==> config.mk <==
export PLATFORM = sky130hd
export DESIGN_NAME = command_line_tokenizer
export DESIGN_NICKNAME = d
export VERILOG_FILES = /design/src/rtl/core/cmdtok_pkg.sv /design/src/rtl/core/cmdtok_step.sv /design/src/rtl/core/command_line_tokenizer.sv
export SDC_FILE = /design/constraint.sdc
export NUM_CORES = 1
export LEC_CHECK = 0
export BUFFER_PORTS_ARGS = -buffer_cell sky130_fd_sc_hd__buf_2
export CAP_MARGIN = 15
export CORE_ASPECT_RATIO = 1.5
export CORE_MARGIN = 10
export CORE_UTILIZATION = 60
export DETAILED_ROUTE_END_ITERATION = 12
export GPL_ROUTABILITY_DRIVEN = 1
export PLACE_DENSITY = 0.85
export RECOVER_POWER = 50
export SETUP_SLACK_MARGIN = 0.3
export SLEW_MARGIN = 20
export SYNTH_ARGS = -nofsm -noshare
export SYNTH_HDL_FRONTEND = slang
export SYNTH_SLANG_ARGS = --single-unit
==> constraint.sdc <==
create_clock -name aclk -period 3.3 [get_ports aclk]
set_input_delay 0.33 -clock aclk [delete_from_list [all_inputs] [get_ports aclk]]
set_output_delay 0.33 -clock aclk [all_outputs]
set_load 0.1 [all_outputs]
==> src/rtl/core/cmdtok_pkg.sv <==
// Types, constants and codes shared by the command line tokenizer modules.
`timescale 1ns / 1ps

package cmdtok_pkg;

    localparam int MAX_BACKSLASH_RUN_DEF = 32;
    localparam int ARG_SLOTS_DEF         = 64;

    // Wide enough for the longest backslash run allowed by default (32).
    localparam int BS_W = 6;

    localparam logic [7:0] CH_NUL    = 8'h00;
    localparam logic [7:0] CH_SPACE  = 8'h20;
    localparam logic [7:0] CH_TAB    = 8'h09;
    localparam logic [7:0] CH_LF     = 8'h0A;
    localparam logic [7:0] CH_VT     = 8'h0B;
    localparam logic [7:0] CH_FF     = 8'h0C;
    localparam logic [7:0] CH_CR     = 8'h0D;
    localparam logic [7:0] CH_QUOTE  = 8'h22;
    localparam logic [7:0] CH_BSLASH = 8'h5C;

    localparam logic [7:0] TERMINATOR_RESET = 8'h0A;
    localparam logic [6:0] MAX_ARGS_RESET   = 7'd64;

    localparam logic CFG_TERMINATOR = 1'b0;
    localparam logic CFG_MAX_ARGS   = 1'b1;

    typedef enum logic [1:0] {
        KIND_BYTE    = 2'd0,
        KIND_ARG_END = 2'd1,
        KIND_CMD_END = 2'd2
    } kind_t;

    typedef enum logic [1:0] {
        PH_SKIP = 2'd0,
        PH_ARG  = 2'd1,
        PH_HELD = 2'd2
    } phase_t;

    typedef struct packed {
        phase_t          phase;
        logic            quoted;
        logic            inner;
        logic [BS_W-1:0] bs;
        logic [6:0]      arg_counter;
        logic            has_bytes;
        logic            discarding;
    } tok_state_t;

    // Results caused by one character, in emission order: a held argument
    // end, a run of backslashes, then up to two closing results.
    typedef struct packed {
        logic            pre_en;
        logic [5:0]      pre_idx;
        logic [BS_W-1:0] run;
        logic            run_ovf;
        logic [5:0]      idx;
        logic            t0_en;
        kind_t           t0_kind;
        logic [7:0]      t0_byte;
        logic            t1_en;
        logic [6:0]      cnt;
    } plan_t;

endpackage

==> src/rtl/core/cmdtok_step.sv <==
// Per-character parser: next state and the list of results one character causes.
`timescale 1ns / 1ps

module cmdtok_step import cmdtok_pkg::*; #(
    parameter int MAX_BACKSLASH_RUN = MAX_BACKSLASH_RUN_DEF,
    parameter int ARG_SLOTS         = ARG_SLOTS_DEF
) (
    input  logic [7:0] ch,
    input  logic [7:0] terminator,
    input  logic [6:0] max_args,
    input  tok_state_t cur,
    output tok_state_t nxt,
    output plan_t      plan
);

    localparam logic [BS_W-1:0] RUN_LIMIT = BS_W'(MAX_BACKSLASH_RUN);
    localparam logic [6:0]      SLOT_LIM  = 7'(ARG_SLOTS);

    logic [6:0]      lim;
    logic            is_term;
    logic            is_ws;
    logic            has_eff;
    logic [5:0]      cur_idx;
    logic [BS_W-1:0] half_run;

    always_comb begin
        lim      = (max_args == 7'd0) ? 7'd1 : ((max_args > SLOT_LIM) ? SLOT_LIM : max_args);
        is_term  = (ch == CH_NUL) || (ch == terminator);
        is_ws    = (ch == CH_SPACE) || (ch == CH_TAB) || (ch == CH_LF) ||
                   (ch == CH_VT) || (ch == CH_FF) || (ch == CH_CR);
        cur_idx  = (cur.arg_counter == 7'd0) ? 6'd0 : 6'(cur.arg_counter - 7'd1);
        half_run = cur.bs >> 1;
        has_eff  = 1'b0;

        nxt          = cur;
        plan         = '0;
        plan.idx     = cur_idx;
        plan.pre_idx = cur_idx;
        plan.t0_kind = KIND_BYTE;

        if (is_term) begin
            if (cur.discarding) begin
                nxt.discarding = 1'b0;
            end else begin
                plan.t1_en = 1'b1;
                plan.cnt   = cur.arg_counter;
                if (cur.phase == PH_ARG) begin
                    plan.run = cur.bs;
                    if (cur.has_bytes || (cur.bs != '0)) begin
                        plan.t0_en   = 1'b1;
                        plan.t0_kind = KIND_ARG_END;
                    end else if (cur.arg_counter != 7'd0) begin
                        plan.cnt = cur.arg_counter - 7'd1;
                    end
                end else if ((cur.phase == PH_HELD) && (cur.arg_counter != 7'd0)) begin
                    plan.cnt = cur.arg_counter - 7'd1;
                end
                nxt.phase       = PH_SKIP;
                nxt.quoted      = 1'b0;
                nxt.inner       = 1'b0;
                nxt.bs          = '0;
                nxt.arg_counter = 7'd0;
                nxt.has_bytes   = 1'b0;
            end
        end else if (cur.discarding) begin
            nxt = cur;
        end else if (cur.phase == PH_ARG) begin
            if (ch == CH_BSLASH) begin
                if (cur.bs >= RUN_LIMIT) begin
                    plan.run      = cur.bs;
                    plan.run_ovf  = 1'b1;
                    nxt.has_bytes = 1'b1;
                    nxt.bs        = BS_W'(1);
                end else begin
                    nxt.bs = cur.bs + BS_W'(1);
                end
            end else if (ch == CH_QUOTE) begin
                plan.run      = half_run;
                nxt.bs        = '0;
                has_eff       = cur.has_bytes || (half_run != '0);
                nxt.has_bytes = has_eff;
                if (cur.bs[0]) begin
                    plan.t0_en    = 1'b1;
                    plan.t0_byte  = CH_QUOTE;
                    nxt.has_bytes = 1'b1;
                end else if (cur.quoted) begin
                    plan.t0_en   = has_eff;
                    plan.t0_kind = KIND_ARG_END;
                    nxt.phase    = has_eff ? PH_SKIP : PH_HELD;
                    nxt.quoted   = 1'b0;
                    nxt.inner    = 1'b0;
                end else begin
                    nxt.inner = ~cur.inner;
                end
            end else begin
                plan.run      = cur.bs;
                nxt.bs        = '0;
                has_eff       = cur.has_bytes || (cur.bs != '0);
                nxt.has_bytes = has_eff;
                if (is_ws && !cur.quoted && !cur.inner) begin
                    plan.t0_en   = has_eff;
                    plan.t0_kind = KIND_ARG_END;
                    nxt.phase    = has_eff ? PH_SKIP : PH_HELD;
                    nxt.quoted   = 1'b0;
                    nxt.inner    = 1'b0;
                end else begin
                    plan.t0_en    = 1'b1;
                    plan.t0_byte  = ch;
                    nxt.has_bytes = 1'b1;
                end
            end
        end else if (!is_ws) begin
            if (cur.arg_counter >= lim) begin
                plan.t1_en = 1'b1;
                plan.cnt   = cur.arg_counter;
                if ((cur.phase == PH_HELD) && (cur.arg_counter != 7'd0)) begin
                    plan.cnt = cur.arg_counter - 7'd1;
                end
                nxt.phase       = PH_SKIP;
                nxt.quoted      = 1'b0;
                nxt.inner       = 1'b0;
                nxt.bs          = '0;
                nxt.arg_counter = 7'd0;
                nxt.has_bytes   = 1'b0;
                nxt.discarding  = 1'b1;
            end else begin
                plan.pre_en     = (cur.phase == PH_HELD);
                plan.idx        = cur.arg_counter[5:0];
                nxt.arg_counter = cur.arg_counter + 7'd1;
                nxt.phase       = PH_ARG;
                nxt.has_bytes   = 1'b0;
                nxt.inner       = 1'b0;
                nxt.bs          = '0;
                nxt.quoted      = (ch == CH_QUOTE);
                if (ch == CH_BSLASH) begin
                    nxt.bs = BS_W'(1);
                end else if (ch != CH_QUOTE) begin
                    plan.t0_en    = 1'b1;
                    plan.t0_byte  = ch;
                    nxt.has_bytes = 1'b1;
                end
            end
        end
    end

endmodule

==> src/rtl/core/command_line_tokenizer.sv <==
// Top level of the command line tokenizer: parser state, result list and output register.
`timescale 1ns / 1ps

// Usage: one character per transaction on the s_ channel (s_valid, s_ready,
// s_ch). Each character updates the parser state at once and leaves a short
// list of results, which are sent one per cycle on the m_ channel as
// argument bytes, argument ends and end-of-command transactions; m_last
// marks the final result of a character. A character that causes no result
// leaves the result list empty and sends nothing on the m_ channel.
// Results of an accepted character are stored in the result list and then
// moved into the output register one at a time. A character causes up to
// MAX_BACKSLASH_RUN plus 2 results (34 by default, for a terminator after a
// long backslash run); ordinary text runs at one character per cycle while
// the receiver is ready, and the next character is accepted in the cycle the
// previous list drains.
// A stalled receiver holds the output register; the result list and the
// input side then wait with it. Configuration writes (terminator_char and
// max_args) are taken every cycle and are meant for idle periods only.
// Reset clears the parser state, the result list and the output valid.
module command_line_tokenizer import cmdtok_pkg::*; #(
    parameter int MAX_BACKSLASH_RUN = MAX_BACKSLASH_RUN_DEF,
    parameter int ARG_SLOTS         = ARG_SLOTS_DEF
) (
    input  logic       aclk,
    input  logic       aresetn,
    input  logic       cfg_we,
    input  logic       cfg_index,
    input  logic [7:0] cfg_data,
    input  logic       s_valid,
    output logic       s_ready,
    input  logic [7:0] s_ch,
    output logic       m_valid,
    input  logic       m_ready,
    output logic [1:0] m_kind,
    output logic [7:0] m_out_byte,
    output logic [5:0] m_arg_index,
    output logic [6:0] m_arg_count,
    output logic       m_run_overflow,
    output logic       m_last
);

    logic [7:0] terminator_reg;
    logic [6:0] max_args_reg;
    tok_state_t state_reg, state_next;
    plan_t      plan_reg, plan_step, plan_after;

    logic       m_valid_reg;
    kind_t      m_kind_reg, kind_sel;
    logic [7:0] m_byte_reg, byte_sel;
    logic [5:0] m_idx_reg, idx_sel;
    logic [6:0] m_cnt_reg, cnt_sel;
    logic       m_ovf_reg, ovf_sel;
    logic       m_last_reg;

    logic plan_busy, out_free, emit, remaining, accept;

    cmdtok_step #(
        .MAX_BACKSLASH_RUN(MAX_BACKSLASH_RUN),
        .ARG_SLOTS        (ARG_SLOTS)
    ) u_step (
        .ch        (s_ch),
        .terminator(terminator_reg),
        .max_args  (max_args_reg),
        .cur       (state_reg),
        .nxt       (state_next),
        .plan      (plan_step)
    );

    always_comb begin
        plan_busy  = plan_reg.pre_en || (plan_reg.run != '0) || plan_reg.t0_en || plan_reg.t1_en;
        out_free   = !m_valid_reg || m_ready;
        emit       = plan_busy && out_free;
        plan_after = plan_reg;
        kind_sel   = KIND_BYTE;
        byte_sel   = 8'd0;
        idx_sel    = plan_reg.idx;
        cnt_sel    = 7'd0;
        ovf_sel    = 1'b0;
        remaining  = 1'b0;
        if (plan_reg.pre_en) begin
            kind_sel          = KIND_ARG_END;
            idx_sel           = plan_reg.pre_idx;
            remaining         = (plan_reg.run != '0) || plan_reg.t0_en || plan_reg.t1_en;
            plan_after.pre_en = 1'b0;
        end else if (plan_reg.run != '0) begin
            byte_sel       = CH_BSLASH;
            ovf_sel        = plan_reg.run_ovf;
            remaining      = (plan_reg.run != BS_W'(1)) || plan_reg.t0_en || plan_reg.t1_en;
            plan_after.run = plan_reg.run - BS_W'(1);
        end else if (plan_reg.t0_en) begin
            kind_sel         = plan_reg.t0_kind;
            byte_sel         = (plan_reg.t0_kind == KIND_BYTE) ? plan_reg.t0_byte : 8'd0;
            remaining        = plan_reg.t1_en;
            plan_after.t0_en = 1'b0;
        end else begin
            kind_sel         = KIND_CMD_END;
            idx_sel          = 6'd0;
            cnt_sel          = plan_reg.cnt;
            plan_after.t1_en = 1'b0;
        end
        s_ready = !plan_busy || (out_free && !remaining);
        accept  = s_valid && s_ready;
    end

    always_ff @(posedge aclk) begin
        if (!aresetn) begin
            terminator_reg <= TERMINATOR_RESET;
            max_args_reg   <= MAX_ARGS_RESET;
            state_reg      <= '0;
            plan_reg       <= '0;
            m_valid_reg    <= 1'b0;
        end else begin
            if (cfg_we) begin
                if (cfg_index == CFG_TERMINATOR) begin
                    terminator_reg <= cfg_data;
                end else begin
                    max_args_reg <= cfg_data[6:0];
                end
            end
            if (accept) begin
                state_reg <= state_next;
                plan_reg  <= plan_step;
            end else if (emit) begin
                plan_reg <= plan_after;
            end
            if (emit) begin
                m_valid_reg <= 1'b1;
            end else if (m_ready) begin
                m_valid_reg <= 1'b0;
            end
        end
    end

    always_ff @(posedge aclk) begin
        if (emit) begin
            m_kind_reg <= kind_sel;
            m_byte_reg <= byte_sel;
            m_idx_reg  <= idx_sel;
            m_cnt_reg  <= cnt_sel;
            m_ovf_reg  <= ovf_sel;
            m_last_reg <= !remaining;
        end
    end

    assign m_valid        = m_valid_reg;
    assign m_kind         = m_kind_reg;
    assign m_out_byte     = m_byte_reg;
    assign m_arg_index    = m_idx_reg;
    assign m_arg_count    = m_cnt_reg;
    assign m_run_overflow = m_ovf_reg;
    assign m_last         = m_last_reg;

endmodule

==> results.md <==
* Clock Tree Root: clkbuf_16
* R2R depth at 12
* Initial DRC count at just over 400
* EDFF count, synth at 25
* Startpoint Class: register
* Max-Cap Viols at 0
* IO buf count at 48
* Slowest-stage cell, CP: or3_1
* Final ANT Viol Nets at 0
* Top fanout value on the critical path at 5
* Yosys warns at 0
* Floorplan row count at 41
* Final setup margin at 0.346 ns
* Share of the synthesized area in the top cell type at 27.7%
* Max VDD drop at 731 uV
* Die Footprint at roughly 0.013 mm2
* Initial core utilization at between 60 and 70%
* Syn_area_per_cell at 8.62 um2
* Most common cell after layout, fill and taps aside: nand2_1
* Register area share after synthesis at 42.0%
* Vias/cell at between 6 and 7
* Hold_ws at 0.222 ns
* Worst setup EP type: register
* Global-route usage over all layers at 21.0%
* Final std cell area, no fill at between 0.005 and 0.006 mm2
* Reg-to-reg startpoint: max_args_reg[1]$_SDFFE_PN0P_
* Crit path cell chain: nor3_1 > a21oi_1 > nor2_1 > ha_1 > nand2b_1 > a2111oi_4 > o21ai_0 > a211oi_4 > buf_4 > nand4_1 > or3_1 > nand3_1
* Hold path endpoint: terminator_reg[1]$_SDFFE_PN1P_
* Primary FF master, synth: dfxtp_1
* P_leak at 2.18 nW
* Total power at about 0.0056 W
* CTS Buffer Depth at 2
* RSZ-0062 raised after global routing: no
* Status: finished clean
* Hold-fix buffer count after cts at 0
* P&R area growth vs syn at 10.6%
* Diodes inserted at 0
* # nets final at roughly 680
* Tightest Pin Transition at 1.19 ns
* Wirelength, routed at 13500 um
* Commonest non-fill, non-tap cells in the layout: 83 x nand2_1, 72 x dfxtp_1, 48 x nor2_1, 48 x a21oi_1, 45 x nand3_1
* Synth Cell Area at 0.00527 mm2
* Synthesized instance count at 611
* Core box area at 0.00852 mm2
* Layout cells sized above 1 at 10.6%
* DRT Pass-1 Iters at 5
* DRC violations left at 0
* First-pass GRT wire length at 22100 um
* Crit path max-delay family: simple AND/OR/NAND/NOR gates
* Die height at 135 um
* Hold path cells at 3
* Netlist cell types at 70
* R2R Setup Slk at 0.35 ns
* Mapped Nets at 648
* GR Overflow Total at 0
* WL/cell at 17.8 um
* Fmax at 339 MHz
* Buffers & Inverters on Critical Path at 1
* Htree depth at 3
* Largest net degree at the start of global routing at 41
* Final Hold Viols at 0
* Crit Reg-Reg Endpoint: state_reg[7]$_SDFFE_PN0P_
* Final period utilization at 89.5%
* Pwr dens at 955 mW/mm2
* Hold crit path type: input pin to register
* TritonCTS Buffers at 9
* CP required at 3.59 ns
* Clk sink count at between 90 and 100
* Area contributors post-synth: dfxtp_1 28%, edfxtp_1 14%, nand2_1 5.9%, a21oi_1 4.7%, nand3_1 4.3%
* Skew-Pair Late Insertion Delay at 0.35 ns
* Vias at 4791
* TritonCTS clock tree: built
* I/O Pins at 49
* Endpoints failing setup at 0
* Fin Setup TNS at 0 ns
* DPL Wire Length at 9460 um
* Fillers at between 600 and 700
* GP Congestion at between 0.9 and 1
* Max reg flops at 29
* Post-Place Setup Slack at 0.305 ns
* Area post-placement at 0.00556 mm2
* WP data arrival at 3.24 ns
* WS Path Type: register to register
* CP max stage delay at 0.43 ns
* Clock skew at between 0.009 and 0.01 ns
* Yosys reg bits at 98
* Tmin final at 2.95 ns
* Die width at 96.5 um
* Initial antenna violation count at 0
* FFs w/ async S/R, synth at 0%
* Max Slew Vio Count at 0
* Area leader, netlist: dfxtp_1
* Min-delay src: cfg_data[1]
* Worst-path clk slew at 0.07 ns
* Vias in the first global route at 4619
* Max-slew headroom at about a fifth
-- stage by stage --
step           instances  util, %
2_1_floorplan        611        -
3_3_place_gp         737     65.3
3_5_place_dp         737     65.3
4_1_cts              756     68.8
5_1_grt              756     68.4
6_report             756     68.4
-- power breakdown --
group / internal, W / total, W / switching, W
sequential: 0.00158 / 0.00176 / 0.000184
combinational: 0.000618 / 0.00281 / 0.00219
clock: 0.000516 / 0.000991 / 0.000475
-- Yosys cell counts, types with 5 or more instances --
| library cell | number |
|---|---|
| nor4_1 | 7 |
| dfxtp_1 | 73 |
| a21oi_1 | 49 |
| o21a_1 | 6 |
| buf_1 | 5 |
| ha_1 | 15 |
| inv_1 | 13 |
| nand3_1 | 45 |
| nor2b_1 | 6 |
| a21o_1 | 6 |
| nor2_1 | 50 |
| nor3_1 | 12 |
| buf_2 | 8 |
| o211ai_1 | 7 |
| mux2i_1 | 17 |
| nand2_1 | 83 |
| a211oi_1 | 9 |
| edfxtp_1 | 25 |
| nand2b_1 | 7 |
| clkbuf_1 | 25 |
| o21ai_0 | 22 |
| nand4_1 | 7 |
| and3_1 | 18 |
| a31oi_1 | 5 |
| xnor2_1 | 12 |
-- cells by family (layout without fill, tap and decap cells) --
logic type / Yosys count / count (layout) / synth area share (%)
compound gates: 149 / 149 / 19.6
mux: 17 / 17 / 3.23
fa+ha+maj: 15 / 15 / 3.56
simple gates: 266 / 266 / 25.2
buf+inv: 52 / 90 / 4.04
flops: 98 / 98 / 42.0
xor+xnor: 14 / 14 / 2.33
-- how the worst max path moves through the flow --
stage	start	end	slack [ns]	depth (start not counted)
3_5_place_dp	state_reg[2]$_SDFFE_PN0P_	state_reg[7]$_SDFFE_PN0P_	0.30	9
6_report	max_args_reg[1]$_SDFFE_PN0P_	state_reg[7]$_SDFFE_PN0P_	0.35	12
4_1_cts	plan_reg[26]$_SDFFE_PN0P_	plan_reg[30]$_SDFFE_PN0P_	0.41	8
3_3_place_gp	max_args_reg[1]$_SDFFE_PN0P_	state_reg[5]$_SDFFE_PN0P_	0.42	11
5_1_grt	max_args_reg[1]$_SDFFE_PN0P_	state_reg[7]$_SDFFE_PN0P_	0.15	12
2_1_floorplan	state_reg[2]$_SDFFE_PN0P_	state_reg[5]$_SDFFE_PN0P_	0.58	10
-- routing by layer --
layer  share of wire (%)  up-vias  track usage (%)
li1                    -     2290                -
met1                  39     2263             24.2
met2                  52      202             36.6
met3                 5.9       36             3.22
met4                 2.7        0             8.91
met5                   0        -                0
-- what timing repair did --
action | 4_1_cts | 5_1_grt
endpoints found under the setup margin | 2 | 7
resized for setup | 0 | 4
pin swaps | 1 | 0
setup buffers | 3 | 0
-- worst register-to-register path: stages (launching register included) --
cell	delay (ns)
dfxtp_1	0.33
nor3_1	0.20
a21oi_1	0.09
nor2_1	0.09
ha_1	0.23
nand2b_1	0.20
a2111oi_4	0.35
o21ai_0	0.25
a211oi_4	0.27
buf_4	0.15
nand4_1	0.19
or3_1	0.43
nand3_1	0.09
-- layout make-up --
cell class	instances	area (um2)	area share, %
Multi-Input combinational cell	461	2850	49.0
Sequential cell	98	2210	38.0
Timing Repair Buffer	61	300	5.15
Clock buffer	9	225	3.87
Tap cell	107	134	2.30
Clock inverter	7	51.3	0.880
Inverter	13	48.8	0.837
Note: power is estimated with default switching activity, not from simulation.
